**config.mk**
```make
export PLATFORM = sky130hd
export DESIGN_NAME = rfd_div
export DESIGN_NICKNAME = d
export VERILOG_FILES = /design/src/design/rfd_pkg.sv /design/src/design/rfd_div.sv
export SDC_FILE = /design/constraint.sdc
export NUM_CORES = 2
export LEC_CHECK = 0
export BUFFER_PORTS_ARGS = -buffer_cell sky130_fd_sc_hd__buf_2
export CAP_MARGIN = 10
export CELL_PAD_IN_SITES_DETAIL_PLACEMENT = 1
export CELL_PAD_IN_SITES_GLOBAL_PLACEMENT = 1
export CORE_ASPECT_RATIO = 1.2
export CORE_MARGIN = 10
export CORE_UTILIZATION = 40
export DETAILED_ROUTE_END_ITERATION = 16
export PLACE_DENSITY_LB_ADDON = 0.25
export SKIP_CTS_REPAIR_TIMING = 1
export SLEW_MARGIN = 5
export SYNTH_ARGS = -nofsm -noshare
export SYNTH_HDL_FRONTEND = slang
export SYNTH_SLANG_ARGS = --single-unit
```
**constraint.sdc**
```tcl
create_clock -name clock -period 3.4 [get_ports clock]
set_clock_uncertainty 0.05 [all_clocks]
set_input_delay 0.34 -clock clock [delete_from_list [all_inputs] [get_ports clock]]
set_output_delay 0.34 -clock clock [all_outputs]
set_load 0.02 [all_outputs]
```
**src/design/rfd_pkg.sv**
```systemverilog
`default_nettype none
// ----------------------------------------------------------------------------
// rfd_pkg
// Types and fixed-point widths shared by the refraction direction pipeline.
// ----------------------------------------------------------------------------
package rfd_pkg;

   // field widths
   localparam int COMP_W = 16;                   // vector component, signed Q1.14
   localparam int IDX_W  = 16;                   // refractive index, unsigned Q2.14
   localparam int PROD_W = 2 * COMP_W;           // component product, Q2.28
   localparam int DOT_W  = PROD_W + 1;           // sum of three products
   localparam int FRAC   = 28;                   // fraction bits of Q.28 values
   localparam int HALF   = 14;                   // fraction bits of Q.14 values
   localparam int Q28_W  = FRAC + 1;             // values in [0, 1] at Q.28
   localparam int C14_W  = HALF + 1;             // values in [0, 1] at Q.14

   // reciprocal divider and square root
   localparam int NUM_W  = Q28_W;                // dividend and quotient
   localparam int DEN_W  = IDX_W;                // divisor and remainder
   localparam int SQ_W   = C14_W;                // root bits
   localparam int RAD_W  = 2 * SQ_W;             // radicand, padded to whole pairs
   localparam int REM_W  = SQ_W + 2;             // square root remainder

   // datapath widths
   localparam int ETA_W  = NUM_W;                // eta, unsigned Q.14
   localparam int ETA2_W = 2 * ETA_W;            // eta squared, Q.28
   localparam int ETAC_W = ETA_W + C14_W;        // eta * cos, Q.28
   localparam int EI_W   = ETA_W + 1 + COMP_W;   // eta * incident, signed Q.28
   localparam int HP_W   = ETA2_W - FRAC + Q28_W; // integer part of eta^2 times s
   localparam int LP_W   = FRAC + Q28_W;        // fraction part of eta^2 times s
   localparam int P_W    = HP_W + 1;             // eta^2 (1 - cos^2), Q.28
   localparam int MU_W   = ETAC_W + 2;           // signed normal scale, Q.28
   localparam int MN_W   = MU_W + COMP_W;        // scale times normal, Q.42
   localparam int SUM_W  = MN_W + 1;             // component sum, Q.42

   // constants
   localparam logic [Q28_W-1:0]        ONE28     = 29'h1000_0000;
   localparam logic [Q28_W-1:0]        HALF_Q14  = 29'h0000_2000;
   localparam logic signed [SUM_W-1:0] HALF_Q28  = 63'sh0000_0000_0800_0000;
   localparam logic [COMP_W-1:0]       COMP_MAX  = 16'h7fff;
   localparam logic [COMP_W-1:0]       COMP_MIN  = 16'h8000;

   typedef logic [2:0][COMP_W-1:0] vec_type;

   typedef struct packed {
      logic [COMP_W-1:0] incident_x;
      logic [COMP_W-1:0] incident_y;
      logic [COMP_W-1:0] incident_z;
      logic [COMP_W-1:0] normal_x;
      logic [COMP_W-1:0] normal_y;
      logic [COMP_W-1:0] normal_z;
      logic [IDX_W-1:0]  refr_index;
   } req_type;

   typedef struct packed {
      logic [COMP_W-1:0] refracted_x;
      logic [COMP_W-1:0] refracted_y;
      logic [COMP_W-1:0] refracted_z;
      logic              total_reflection;
   } rsp_type;

   // one stage of the restoring divider
   typedef struct packed {
      logic [NUM_W-1:0] num;
      logic [DEN_W-1:0] den;
      logic [DEN_W-1:0] rem;
      logic [NUM_W-1:0] quo;
   } div_stage_type;

   // one stage of the digit-by-digit square root
   typedef struct packed {
      logic [RAD_W-1:0] rad;
      logic [REM_W-1:0] rem;
      logic [SQ_W-1:0]  root;
   } sqrt_stage_type;

   // geometry carried alongside the divider
   typedef struct packed {
      vec_type          inc;
      vec_type          nrm;
      logic [IDX_W-1:0] idx;
      logic             ent;
      logic [C14_W-1:0] c14;
      logic [Q28_W-1:0] s28;
   } dir_a_type;

   // terms carried alongside the square root
   typedef struct packed {
      vec_type                  nrm;
      logic                     ent;
      logic [ETAC_W-1:0]        etac;
      logic [2:0][EI_W-1:0]     ei;
      logic                     tir;
   } dir_b_type;

endpackage
`default_nettype wire

```
**src/design/rfd_div.sv**
```systemverilog
`default_nettype none
// ----------------------------------------------------------------------------
// rfd_div
// Pipelined restoring divider, one quotient bit per register stage.
// ----------------------------------------------------------------------------
module rfd_div (
   input  logic                       clock,
   input  logic                       advance,
   input  logic [rfd_pkg::NUM_W-1:0]  dividend,
   input  logic [rfd_pkg::DEN_W-1:0]  divisor,
   output logic [rfd_pkg::NUM_W-1:0]  quotient
);
   import rfd_pkg::*;

   div_stage_type link   [NUM_W+1];
   div_stage_type stg_ff [NUM_W];
   div_stage_type stg_in [NUM_W];

   // shift one dividend bit into the remainder and try the subtract
   function automatic div_stage_type div_step(input div_stage_type s, input logic b);
      div_stage_type  o;
      logic [DEN_W:0] trial;
      o     = s;
      trial = {s.rem, b};
      if (trial >= {1'b0, s.den}) begin
         o.rem = DEN_W'(trial - {1'b0, s.den});
         o.quo = {s.quo[NUM_W-2:0], 1'b1};
      end else begin
         o.rem = trial[DEN_W-1:0];
         o.quo = {s.quo[NUM_W-2:0], 1'b0};
      end
      return o;
   endfunction

   // chain of stages, most significant bit first
   always_comb begin
      link[0].num = dividend;
      link[0].den = divisor;
      link[0].rem = '0;
      link[0].quo = '0;
      for (int j = 0; j < NUM_W; j++) begin
         link[j+1] = stg_ff[j];
         stg_in[j] = div_step(link[j], link[j].num[NUM_W-1-j]);
      end
   end

   always_ff @(posedge clock) begin
      if (advance) begin
         for (int j = 0; j < NUM_W; j++) begin
            stg_ff[j] <= stg_in[j];
         end
      end
   end

   assign quotient = link[NUM_W].quo;

endmodule
`default_nettype wire

```
==> flow_summary_export.csv <==
group,metric,value,unit
status,status,"complete, but fails checks",
status,violations,"setup timing",
logic_synthesis,synth_top_area_cell,"edfxtp_1",
setup_path,worstSetupStartpoint,"stg_ff[1][766]",
cells_and_area,syn_to_final_growth,15.5,%
cells_and_area,nets,6391,
setup_path,start_kind,"flip-flop",
setup_path,worstSetupPathType,"reg2reg",
routing,drt_pre_antenna_iters,5,
routing,wl_per_cell,18.1,um
logic_synthesis,ys_seq_elements,1737,
floorplan,start_util,0.403,
pwr,finalPower,80300,uW
routing,vias,43300,
clocking,clk_latency,0.84,ns
cells_and_area,reg_top3,"stg_ff x1737",
setup_path,cp.required,3.93,ns
floorplan,pin_count,76,
logic_synthesis,syn_area_per_cell,14.4,um^2
sta,final.period_utilization,1.00,
cells_and_area,largest_reg_flops,1737,
logic_synthesis,yosysWarnings,0,
sta,hold_violations,0,
clocking,cts_tree,"built",
clocking,path_clk_slew,0.06,ns
pwr,power.density,888,nW/um^2
clocking,root_buffer,"clkbuf_16",
routing,vias_per_cell,5.03,
sta,rsz0062_at_grt,"true",
setup_path,crit_arrival,3.95,ns
logic_synthesis,synth_edf_count,1737,
floorplan,core,194000,um^2
global_routing,grt_pass1_wl,249000,um
logic_synthesis,synth_most_common_cell,"edfxtp_1",
routing,drt_iter0_markers,2157,
global_routing,antenna_found_initial,1,
placement,gp_congestion,0.843,
pwr,p_leak,0.0352,uW
sta,setup_violations,6,
pwr,vdd_drop_max,587,uV
routing,drt_wl_total,156000,um
sta,drv_slew,0,
floorplan,die_x,424,um
logic_synthesis,synth_flop_cell,"edfxtp_1",
clocking,cts.path.max_buffers,3,
placement,place_area,83400,um^2
setup_path,r2r_start,"stg_ff[1][766]",
logic_synthesis,yosysUniqueCellTypes,78,
floorplan,dieArea,214000,um^2
sta,min_period,3.41,ns
logic_synthesis,synth_commonest_cells,"1737 x edfxtp_1, 559 x inv_1, 450 x ha_1",
logic_synthesis,ys_async_sr_fraction,0,
setup_path,critPathMaxStageDelay,0.51,ns
global_routing,grt_pass1_vias,46200,
setup_path,crit_fanout,6,
clocking,numCtsBuffers,183,
sta,tightestPinTransition,0.695,ns
logic_synthesis,synth_nets,5965,
floorplan,die_h,505,um
sta,relSlewSlack,0.537,
routing,dr_wl_met2,81800,um
logic_synthesis,synth_top_area_share,0.666,
cells_and_area,largest-register,"stg_ff",
worst_hold_path,hp-start,"dividend[19]",
sta,fmax,293,MHz
sta,layout_setup_ws,-0.0124,ns
placement,dpl.hpwl,112000,um
floorplan,num_rows,177,
global_routing,grt_max_degree,124,
cells_and_area,final_util,0.466,
worst_hold_path,hp-class,"in2reg",
global_routing,overflow,0,
routing,post-route-drc-count,0,
logic_synthesis,postSynthCellCount,5441,
logic_synthesis,ys_top_cells_by_area,"edfxtp_1 67%, ha_1 7.2%, mux2_2 3.8%",
setup_path,slowest_stage,"or4_1",
flow_run,maxCapViolCount,0,
setup_path,cp-end-kind,"flip-flop",
routing,highest_layer,"met4",
setup_path,cp_cell_sequence,"inv_2, ha_4, nor2b_4, o21ai_2, a21boi_2, o31ai_4, a31oi_2, a41o_1, or4_1, a311o_1, buf_6, mux2_4",
logic_synthesis,ys_seq_area_frac,0.666,
cells_and_area,final_area,90400,um^2
logic_synthesis,synth_area,78300,um^2
routing,ant_nets,0,
placement,io_buffer_count,75,
clocking,ctsHtreeMaxLevel,4,
routing,wl_met1,64800,um
clocking,clock_sinks,1737,
routing,dr_wl_met3,4540,um
cells_and_area,drive_above_1_share,0.153,
global_routing,track_usage,0.143,
logic make-up after synthesis:
family                   count (synthesis)  share of synthesized area
AND/OR/NAND/NOR                        955                     0.0595
flip-flops                            1737                      0.666
adder cells (fa/ha/maj)                477                     0.0788
multiplexers                           316                     0.0451
buffers and inverters                  651                     0.0332
AO/OA/AOI/OAI                          985                     0.0812
XOR/XNOR                               320                     0.0358
worst paths after layout:
kind / end / slack, ns / depth (start not counted)
worst min-delay path: stg_ff[0][80] / 0.15 / 2
worst max register to register: stg_ff[1][849] / -0.01 / 12
worst min register to register: stg_ff[0][616] / 0.36 / 0
worst max-delay path: stg_ff[1][849] / -0.01 / 12
through the flow:
step,hold slack (ns),setup slack (ns),cells,setup TNS (ns)
after floorplan,0.350,0.0448,5441,0
after global placement,0.350,-0.0426,8205,-0.257
after detailed placement,0.355,-0.176,8205,-3.72
after CTS,-0.470,-0.181,8544,-4.87
after global routing,0.0952,-0.111,8617,-2.01
final,0.153,-0.0124,8617,-0.0464
where the power goes:
part           internal (uW)  switching, uW  total (uW)
registers              29300           2260       31600
clock network          11300           8520       19800
logic                  14100          14800       28900
worst max-delay path: cells and delay by family (launching register included):
family	cells	cell delay, ns
AO/OA/AOI/OAI	6	1.33
adder cells (fa/ha/maj)	1	0.20
buffers and inverters	2	0.27
flip-flops	1	0.40
multiplexers	1	0.29
AND/OR/NAND/NOR	2	0.63
routing by layer:
metal  global-route usage  vias to the layer above
met4               0.0510                        0
li1                     -                    21100
met1                0.168                    21500
met3               0.0240                      269
met2                0.261                      486
met5                    0                        -
cell type report:
type                       instances  area (um^2)
antenna                            1         2.50
fill                           19300       104000
timing repair buffer             331         2970
inverter                         561         2110
sequential                      1737        52200
clock inverter                   120         1270
clock buffer                     219         4710
tap                             2595         3250
multi-input combinational       3053        23900
cells in the final DEF, fill, tap and decap left out, types with 44 or more instances in the layout:
master         netlist  routed
nor2b_1             72      70
nor2_1             284     284
a21oi_1            298     291
nor3_1              80      79
inv_1              559     556
dlygate4sd3_1        0      46
xnor2_1            195     195
clkbuf_16            0     184
nand4_1             61      61
a211oi_1            51      46
nand3_1             56      56
o21a_1              44      44
ha_1               450     445
xor2_1             125     125
a21o_1             139     139
edfxtp_1          1737    1737
o21ai_0            192     177
nand2_1            207     207
buf_4               29     162
nand2b_1            56      56
mux2_2             267     252
buf_2               12      74
Power figures use the tool's default switching activity.
