===== src/design/rfd_pkg.sv =====
`default_nettype none
// ----------------------------------------------------------------------------
// rfd_pkg
// Types and fixed-point widths shared by the refraction direction pipeline.
// ----------------------------------------------------------------------------
package rfd_pkg;

   // field widths
   localparam int COMP_W = 16;                   // vector component, signed Q1.14
   localparam int IDX_W  = 16;                   // refractive index, unsigned Q2.14
   localparam int PROD_W = 2 * COMP_W;           // component product, Q2.28
   localparam int DOT_W  = PROD_W + 1;           // sum of three products
   localparam int FRAC   = 28;                   // fraction bits of Q.28 values
   localparam int HALF   = 14;                   // fraction bits of Q.14 values
   localparam int Q28_W  = FRAC + 1;             // values in [0, 1] at Q.28
   localparam int C14_W  = HALF + 1;             // values in [0, 1] at Q.14

   // reciprocal divider and square root
   localparam int NUM_W  = Q28_W;                // dividend and quotient
   localparam int DEN_W  = IDX_W;                // divisor and remainder
   localparam int SQ_W   = C14_W;                // root bits
   localparam int RAD_W  = 2 * SQ_W;             // radicand, padded to whole pairs
   localparam int REM_W  = SQ_W + 2;             // square root remainder

   // datapath widths
   localparam int ETA_W  = NUM_W;                // eta, unsigned Q.14
   localparam int ETA2_W = 2 * ETA_W;            // eta squared, Q.28
   localparam int ETAC_W = ETA_W + C14_W;        // eta * cos, Q.28
   localparam int EI_W   = ETA_W + 1 + COMP_W;   // eta * incident, signed Q.28
   localparam int HP_W   = ETA2_W - FRAC + Q28_W; // integer part of eta^2 times s
   localparam int LP_W   = FRAC + Q28_W;        // fraction part of eta^2 times s
   localparam int P_W    = HP_W + 1;             // eta^2 (1 - cos^2), Q.28
   localparam int MU_W   = ETAC_W + 2;           // signed normal scale, Q.28
   localparam int MN_W   = MU_W + COMP_W;        // scale times normal, Q.42
   localparam int SUM_W  = MN_W + 1;             // component sum, Q.42

   // constants
   localparam logic [Q28_W-1:0]        ONE28     = 29'h1000_0000;
   localparam logic [Q28_W-1:0]        HALF_Q14  = 29'h0000_2000;
   localparam logic signed [SUM_W-1:0] HALF_Q28  = 63'sh0000_0000_0800_0000;
   localparam logic [COMP_W-1:0]       COMP_MAX  = 16'h7fff;
   localparam logic [COMP_W-1:0]       COMP_MIN  = 16'h8000;

   typedef logic [2:0][COMP_W-1:0] vec_type;

   typedef struct packed {
      logic [COMP_W-1:0] incident_x;
      logic [COMP_W-1:0] incident_y;
      logic [COMP_W-1:0] incident_z;
      logic [COMP_W-1:0] normal_x;
      logic [COMP_W-1:0] normal_y;
      logic [COMP_W-1:0] normal_z;
      logic [IDX_W-1:0]  refr_index;
   } req_type;

   typedef struct packed {
      logic [COMP_W-1:0] refracted_x;
      logic [COMP_W-1:0] refracted_y;
      logic [COMP_W-1:0] refracted_z;
      logic              total_reflection;
   } rsp_type;

   // one stage of the restoring divider
   typedef struct packed {
      logic [NUM_W-1:0] num;
      logic [DEN_W-1:0] den;
      logic [DEN_W-1:0] rem;
      logic [NUM_W-1:0] quo;
   } div_stage_type;

   // one stage of the digit-by-digit square root
   typedef struct packed {
      logic [RAD_W-1:0] rad;
      logic [REM_W-1:0] rem;
      logic [SQ_W-1:0]  root;
   } sqrt_stage_type;

   // geometry carried alongside the divider
   typedef struct packed {
      vec_type          inc;
      vec_type          nrm;
      logic [IDX_W-1:0] idx;
      logic             ent;
      logic [C14_W-1:0] c14;
      logic [Q28_W-1:0] s28;
   } dir_a_type;

   // terms carried alongside the square root
   typedef struct packed {
      vec_type                  nrm;
      logic                     ent;
      logic [ETAC_W-1:0]        etac;
      logic [2:0][EI_W-1:0]     ei;
      logic                     tir;
   } dir_b_type;

endpackage
`default_nettype wire


===== src/design/rfd_sqrt.sv =====
`default_nettype none
// ----------------------------------------------------------------------------
// rfd_sqrt
// Pipelined integer square root, one root bit per register stage.
// ----------------------------------------------------------------------------
module rfd_sqrt (
   input  logic                       clock,
   input  logic                       advance,
   input  logic [rfd_pkg::RAD_W-1:0]  radicand,
   output logic [rfd_pkg::SQ_W-1:0]   root
);
   import rfd_pkg::*;

   sqrt_stage_type link   [SQ_W+1];
   sqrt_stage_type stg_ff [SQ_W];
   sqrt_stage_type stg_in [SQ_W];

   // bring down two radicand bits and try root*4+1
   function automatic sqrt_stage_type sqrt_step(input sqrt_stage_type s,
                                                input logic [1:0] pair);
      sqrt_stage_type   o;
      logic [REM_W+1:0] trial;
      logic [REM_W+1:0] sub;
      o     = s;
      trial = {s.rem, pair};
      sub   = (REM_W+2)'({s.root, 2'b01});
      if (trial >= sub) begin
         o.rem  = REM_W'(trial - sub);
         o.root = {s.root[SQ_W-2:0], 1'b1};
      end else begin
         o.rem  = trial[REM_W-1:0];
         o.root = {s.root[SQ_W-2:0], 1'b0};
      end
      return o;
   endfunction

   always_comb begin
      link[0].rad  = radicand;
      link[0].rem  = '0;
      link[0].root = '0;
      for (int j = 0; j < SQ_W; j++) begin
         link[j+1] = stg_ff[j];
         stg_in[j] = sqrt_step(link[j], link[j].rad[RAD_W-1-2*j -: 2]);
      end
   end

   always_ff @(posedge clock) begin
      if (advance) begin
         for (int j = 0; j < SQ_W; j++) begin
            stg_ff[j] <= stg_in[j];
         end
      end
   end

   assign root = link[SQ_W].root;

endmodule
`default_nettype wire


===== config.mk =====
export PLATFORM = sky130hd
export DESIGN_NAME = rfd_sqrt
export DESIGN_NICKNAME = d
export VERILOG_FILES = /design/src/design/rfd_pkg.sv /design/src/design/rfd_sqrt.sv
export SDC_FILE = /design/constraint.sdc
export NUM_CORES = 1
export LEC_CHECK = 0
export BUFFER_PORTS_ARGS = -buffer_cell sky130_fd_sc_hd__buf_2
export CAP_MARGIN = 30
export CORE_MARGIN = 3
export CORE_UTILIZATION = 40
export CTS_BUF_LIST = sky130_fd_sc_hd__clkbuf_4 sky130_fd_sc_hd__clkbuf_8
export DETAILED_ROUTE_END_ITERATION = 6
export PLACE_DENSITY = 0.52
export SLEW_MARGIN = 10
export SYNTH_ARGS = -nofsm -noshare
export SYNTH_HDL_FRONTEND = slang
export SYNTH_SLANG_ARGS = --single-unit

===== constraint.sdc =====
create_clock -name clock -period 3.2 [get_ports clock]
set_input_delay 0.48 -clock clock [delete_from_list [all_inputs] [get_ports clock]]
set_output_delay 0.48 -clock clock [all_outputs]
set_load 0.05 [all_outputs]

==> impl_metrics.tcl, run 1 <==
set metrics [dict create \
    rsz0062_at_grt "no" \
    ys_ff_latch 550 \
    cts-root-buf "clkbuf_8" \
    num_rows 92 \
    yosysMostFrequentCell "edfxtp_1" \
    drt_wl_total_mm 48.8 \
    cpMaxStageDelayCell "a221o_1" \
    post_dp_cell_area_sq_mm 0.0273 \
    dieArea_sq_mm 0.0681 \
    gr-total-overflow 0 \
    worstMarginPinSlew_ps 934 \
    max-cap-violations 0 \
    slew_headroom_pct 37.0 \
    vias_per_cell 5.05 \
    die_x_um 261 \
    worst_setup_path_end_kind "flop" \
    synth_common_cells "550 x edfxtp_1, 163 x inv_1, 144 x nor2_1, 135 x ha_1, 126 x a21oi_1" \
    fin_area_sq_mm 0.0296 \
    post-route-period-util_pct 93.0 \
    syn_inst 1977 \
    track_usage_pct 14.5 \
    initial_utilization_pct 40.9 \
    drcViolationCount 0 \
    hold_viol_final 0 \
    cts-resized-gates 0 \
    reg_top3 "stg_ff: 550 flops" \
    power.density_mw_per_mm2 624 \
    cp-start-kind "flop" \
    post_cts.repair.setup_buffers 0 \
    seq_area_frac_synth_pct 63.5 \
    gp_congestion 0.836 \
    grt_pass1_wl_mm 79.2 \
    core_sq_mm 0.0637 \
    synth_edf_count 550 \
    regMostFlops "stg_ff" \
    cp_max_fo 13 \
    yosysTopAreaCell "edfxtp_1" \
    h-tree-depth 3 \
    status "completed" \
    final_max_slew_viol_count 0 \
    max_freq_mhz 336 \
    fin_tns_setup_ps 0 \
    synth_cell_types 81 \
    antenna_found_initial 1 \
    ys.warnings.count 0 \
    path_cells "ha_1, and4_1, nand2_1, o21ai_0, a221o_1, mux2_2" \
    synth_top_area_share_pct 63.5 \
    ant_nets 0 \
    postCtsHoldBufs 31 \
    largest_reg_flops 550 \
    setup_viol 0 \
    drt_pre_antenna_iters 5 \
    ir_drop_mv 0.304 \
    yosys-top-cells-area "edfxtp_1 64%, ha_1 6.5%, xnor2_1 3.0%, a21oi_1 2.4%, inv_1 2.4%" \
    min_period_ps 2980 \
    required_ps 3620 \
    cpPeakStageDelay_ps 600 \
    syn_nets 2144 \
    cts_tree "built" \
    first_iter_violations 1063 \
    clkTransAtPathRegs_ps 60 \
    die_h_um 261 \
    clock_tree.buffer_depth 3 \
    hold_path_class "primary input to flop" \
    crit_type "flop to flop" \
    areaGrowthSynthToFinish_pct 13.6 \
    grt_max_degree 89 \
    async_flop_share_pct 0 \
    portBuffers 46 \
    cp.arrival_ps 3400 \
    clkLatencyLatePin_ps 690 \
    wl_per_cell_um 15.9 \
    synth_area_sq_mm 0.0260 \
    post-dp-hpwl_mm 34.2 \
    numCtsBuffers 97 \
    cts_sinks 550 \
    grt_pass1_vias 15323 \
    skew_ps 28.0 \
    vias 15457 \
    syn_avg_cell_area_sq_um 13.2 \
    p_leak_nw 11.4 \
    ys.flop_type "edfxtp_1" \
    drive_gt1_share_pct 13.6 \
    ioPinCount 47 \
    nets 2305 \
]
[layer usage]
metal / share of wire (%) / vias up / track usage [%]
met5: 0 / - / 0
met4: 2.5 / 0 / 5.45
met3: 4.1 / 94 / 2.74
met2: 48 / 281 / 23.8
met1: 46 / 7380 / 19.1
li1: - / 7702 / -
[critical path: cells and delay by family (launching register included)]
family | cells | cell delay [ps]
mux | 1 | 400
fa+ha+maj | 1 | 450
simple gates | 2 | 420
flops | 1 | 400
compound gates | 2 | 1070
[cell families after synthesis]
| family | after synthesis | synth area share, % |
|---|---|---|
| AND/OR/NAND/NOR | 508 | 10.2 |
| AO/OA/AOI/OAI | 362 | 8.73 |
| buffers and inverters | 213 | 3.52 |
| flip-flops | 550 | 63.5 |
| other | 1 | 0.0144 |
| multiplexers | 50 | 2.20 |
| XOR/XNOR | 158 | 5.32 |
| adder cells (fa/ha/maj) | 135 | 6.50 |
[final cells by class]
cell class	count	area, sq um
Antenna cell	1	2.50
Clock buffer	131	1590
Clock inverter	46	307
Fill cell	5694	34100
Inverter	165	619
Multi-Input combinational cell	1214	8570
Sequential cell	550	16500
Tap cell	846	1060
Timing Repair Buffer	110	886
[stage by stage]
| step | hold WS [ps] | setup WS (ps) | util (%) | power, mW | std cells |
|---|---|---|---|---|---|
| 3_5_place_dp | 405 | 239 | 42.9 | 12.3 | 2853 |
| 3_3_place_gp | 400 | 287 | 42.9 | 12.2 | 2853 |
| 2_1_floorplan | 400 | 451 | - | 11.4 | 1977 |
| 4_1_cts | 178 | 211 | 46.4 | 18.8 | 3061 |
| 5_1_grt | 209 | 32.3 | 46.4 | 19.5 | 3063 |
| 6_report | 247 | 223 | 46.4 | 18.4 | 3063 |
[report_power, final]
group / total, mW / internal (mW) / switching, mW
clock: 6.26 / 3.37 / 2.90
combinational: 2.84 / 1.28 / 1.56
sequential: 9.33 / 8.88 / 0.449
total: 18.4 / 13.5 / 4.91
[final timing paths]
kind | start | to | depth (start not counted) | slack [ps]
setup / recovery | stg_ff[1][83] | stg_ff[1][148] | 6 | 220
hold / removal | advance | stg_ff[0][33] | 1 | 250
setup reg to reg | stg_ff[1][83] | stg_ff[1][148] | 6 | 220
hold reg to reg | stg_ff[0][352] | stg_ff[0][414] | 0 | 400
[cell usage in the layout, fill, tap and decap left out, types with 15 or more instances in the layout]
cell type / n
nor3_1: 49
a21oi_1: 126
edfxtp_1: 550
nand2b_1: 19
nor2_1: 144
clkbuf_8: 97
buf_4: 26
mux2_2: 37
clkbuf_4: 34
xor2_1: 69
o21a_1: 27
buf_2: 45
a211oi_1: 15
nand2_1: 93
ha_1: 135
nand3_1: 32
dlygate4sd3_1: 31
xnor2_1: 89
nor4_1: 29
a21o_1: 23
clkinv_1: 27
o21ai_0: 79
or3_1: 17
nand4_1: 16
inv_1: 163
nor2b_1: 15
No activity file was read; power rests on OpenSTA's default activity.
==> inputs of run 2 (changes only) <==
- PLACE_DENSITY: 0.52 -> 0.62
==> impl_metrics.tcl, run 2 (same netlist as run 1, synthesis figures left out) <==
set metrics [dict create \
    worst_setup_path_end_kind "flop" \
    grt_pass1_vias 15638 \
    cts-resized-gates 0 \
    worstMarginPinSlew_ps 1020 \
    holdWs_ps 99.6 \
    vias_per_cell 5.08 \
    fin_tns_setup_ps 0 \
    largest_reg_flops 550 \
    skew_ps 32.5 \
    path_buf_inv 1 \
    nets 2289 \
    num_rows 92 \
    hold_path_class "primary input to flop" \
    fin_total_pwr_mw 18.0 \
    gr-total-overflow 0 \
    grt_pass1_wl_mm 77.3 \
    initial_utilization_pct 40.9 \
    areaGrowthSynthToFinish_pct 12.5 \
    cpPeakStageDelay_ps 530 \
    grt_max_degree 119 \
    drt_pre_antenna_iters 5 \
    slew_headroom_pct 31.4 \
    post-dp-hpwl_mm 32.6 \
    portBuffers 46 \
    ioPinCount 47 \
    post-route-period-util_pct 94.5 \
    ir_drop_mv 0.315 \
    gp_congestion 0.848 \
    drive_gt1_share_pct 12.5 \
    power.density_mw_per_mm2 613 \
    drt_wl_total_mm 46.4 \
    n_fill_cell 5636 \
    cp_max_fo 11 \
    final_common_cell "edfxtp_1" \
    cts_tree "built" \
    hold_viol_final 0 \
    regMostFlops "stg_ff" \
    fin_util_pct 46.0 \
    p_leak_nw 11.2 \
    dieArea_sq_mm 0.0681 \
    status "completed" \
    track_usage_pct 13.9 \
    crit_type "flop to flop" \
    numCtsBuffers 93 \
    die_x_um 261 \
    reg_top3 "stg_ff: 550 flops" \
    clkLatencyLatePin_ps 670 \
    ant_nets 0 \
    required_ps 3620 \
    max-cap-violations 0 \
    layout_common_cells "550 x edfxtp_1, 163 x inv_1, 144 x nor2_1, 135 x ha_1, 126 x a21oi_1" \
    wl_per_cell_um 15.3 \
    die_h_um 261 \
    setup_viol 0 \
    post_cts.repair.setup_buffers 0 \
    vias 15435 \
    cp-start-kind "flop" \
    core_sq_mm 0.0637 \
    cts_sinks 550 \
    final_max_slew_viol_count 0 \
    clock_tree.buffer_depth 3 \
    max_freq_mhz 331 \
    first_iter_violations 841 \
    clkTransAtPathRegs_ps 60 \
    antenna_found_initial 1 \
    cp.arrival_ps 3440 \
    cts-root-buf "clkbuf_8" \
    cpMaxStageDelayCell "or4_4" \
    rsz0062_at_grt "no" \
    critical_path.top_delay_family "simple AND/OR/NAND/NOR gates" \
    min_period_ps 3020 \
    path_cells "ha_1, nand4_2, or3b_1, or4_4, or4b_1, buf_4, mux2_2" \
    drcViolationCount 0 \
    h-tree-depth 3 \
]
run 2: changes by cell type in the layout (fill, tap and decap cells not counted), sizes merged:
cell	delta
clkinv	+6
dlygate4sd3	-3
clkbuf	-19
inv	-1
diode	+1
buf	-9
run 2: what timing repair did:
item                       in CTS  in global routing
hold buffers                   28                  0
setup endpoints to repair       0                  0
hold endpoints to repair       28                  0
run 2: final cells by class:
type	instances	area [sq um]	area share (%)
Sequential cell	550	16500	56.4
Multi-Input combinational cell	1214	8570	29.3
Clock buffer	112	1420	4.86
Tap cell	846	1060	3.62
Timing Repair Buffer	98	763	2.61
Inverter	165	619	2.12
Clock inverter	51	307	1.05
Antenna cell	2	5.00	0.0171
run 2: path summary, 6_finish.rpt:
path | endpoint | cells past startpoint | slack (ps) | from
min reg2reg | stg_ff[0][235] | 0 | 410 | stg_ff[0][173]
max reg2reg | stg_ff[1][332] | 7 | 180 | stg_ff[1][272]
min | stg_ff[0][0] | 2 | 100 | radicand[29]
max | stg_ff[1][332] | 7 | 180 | stg_ff[1][272]
run 2: power breakdown:
| group | internal [mW] | total (mW) | leakage (nW) | switching, mW |
|---|---|---|---|---|
| clock | 3.05 | 5.82 | 0.910 | 2.77 |
| sequential | 8.88 | 9.32 | 5.26 | 0.442 |
| combinational | 1.27 | 2.81 | 5.04 | 1.55 |
| total | 13.2 | 18.0 | 11.2 | 4.76 |
run 2: metrics by stage:
stage          cells  setup slack (ps)  cell area (sq um)
2_1_floorplan   1977               451              26000
3_3_place_gp    2845               297              27200
3_5_place_dp    2845               219              27200
4_1_cts         3036               195              29300
5_1_grt         3038              59.8              29300
6_report        3038               176              29300
run 2: routing by layer:
layer / track usage [%] / wire length, um / vias up
li1: - / - / 7650
met1: 16.9 / 19900 / 7380
met2: 24.4 / 23300 / 310
met3: 2.94 / 2060 / 95
met4: 5.02 / 1130 / 0
met5: 0 / 0 / -
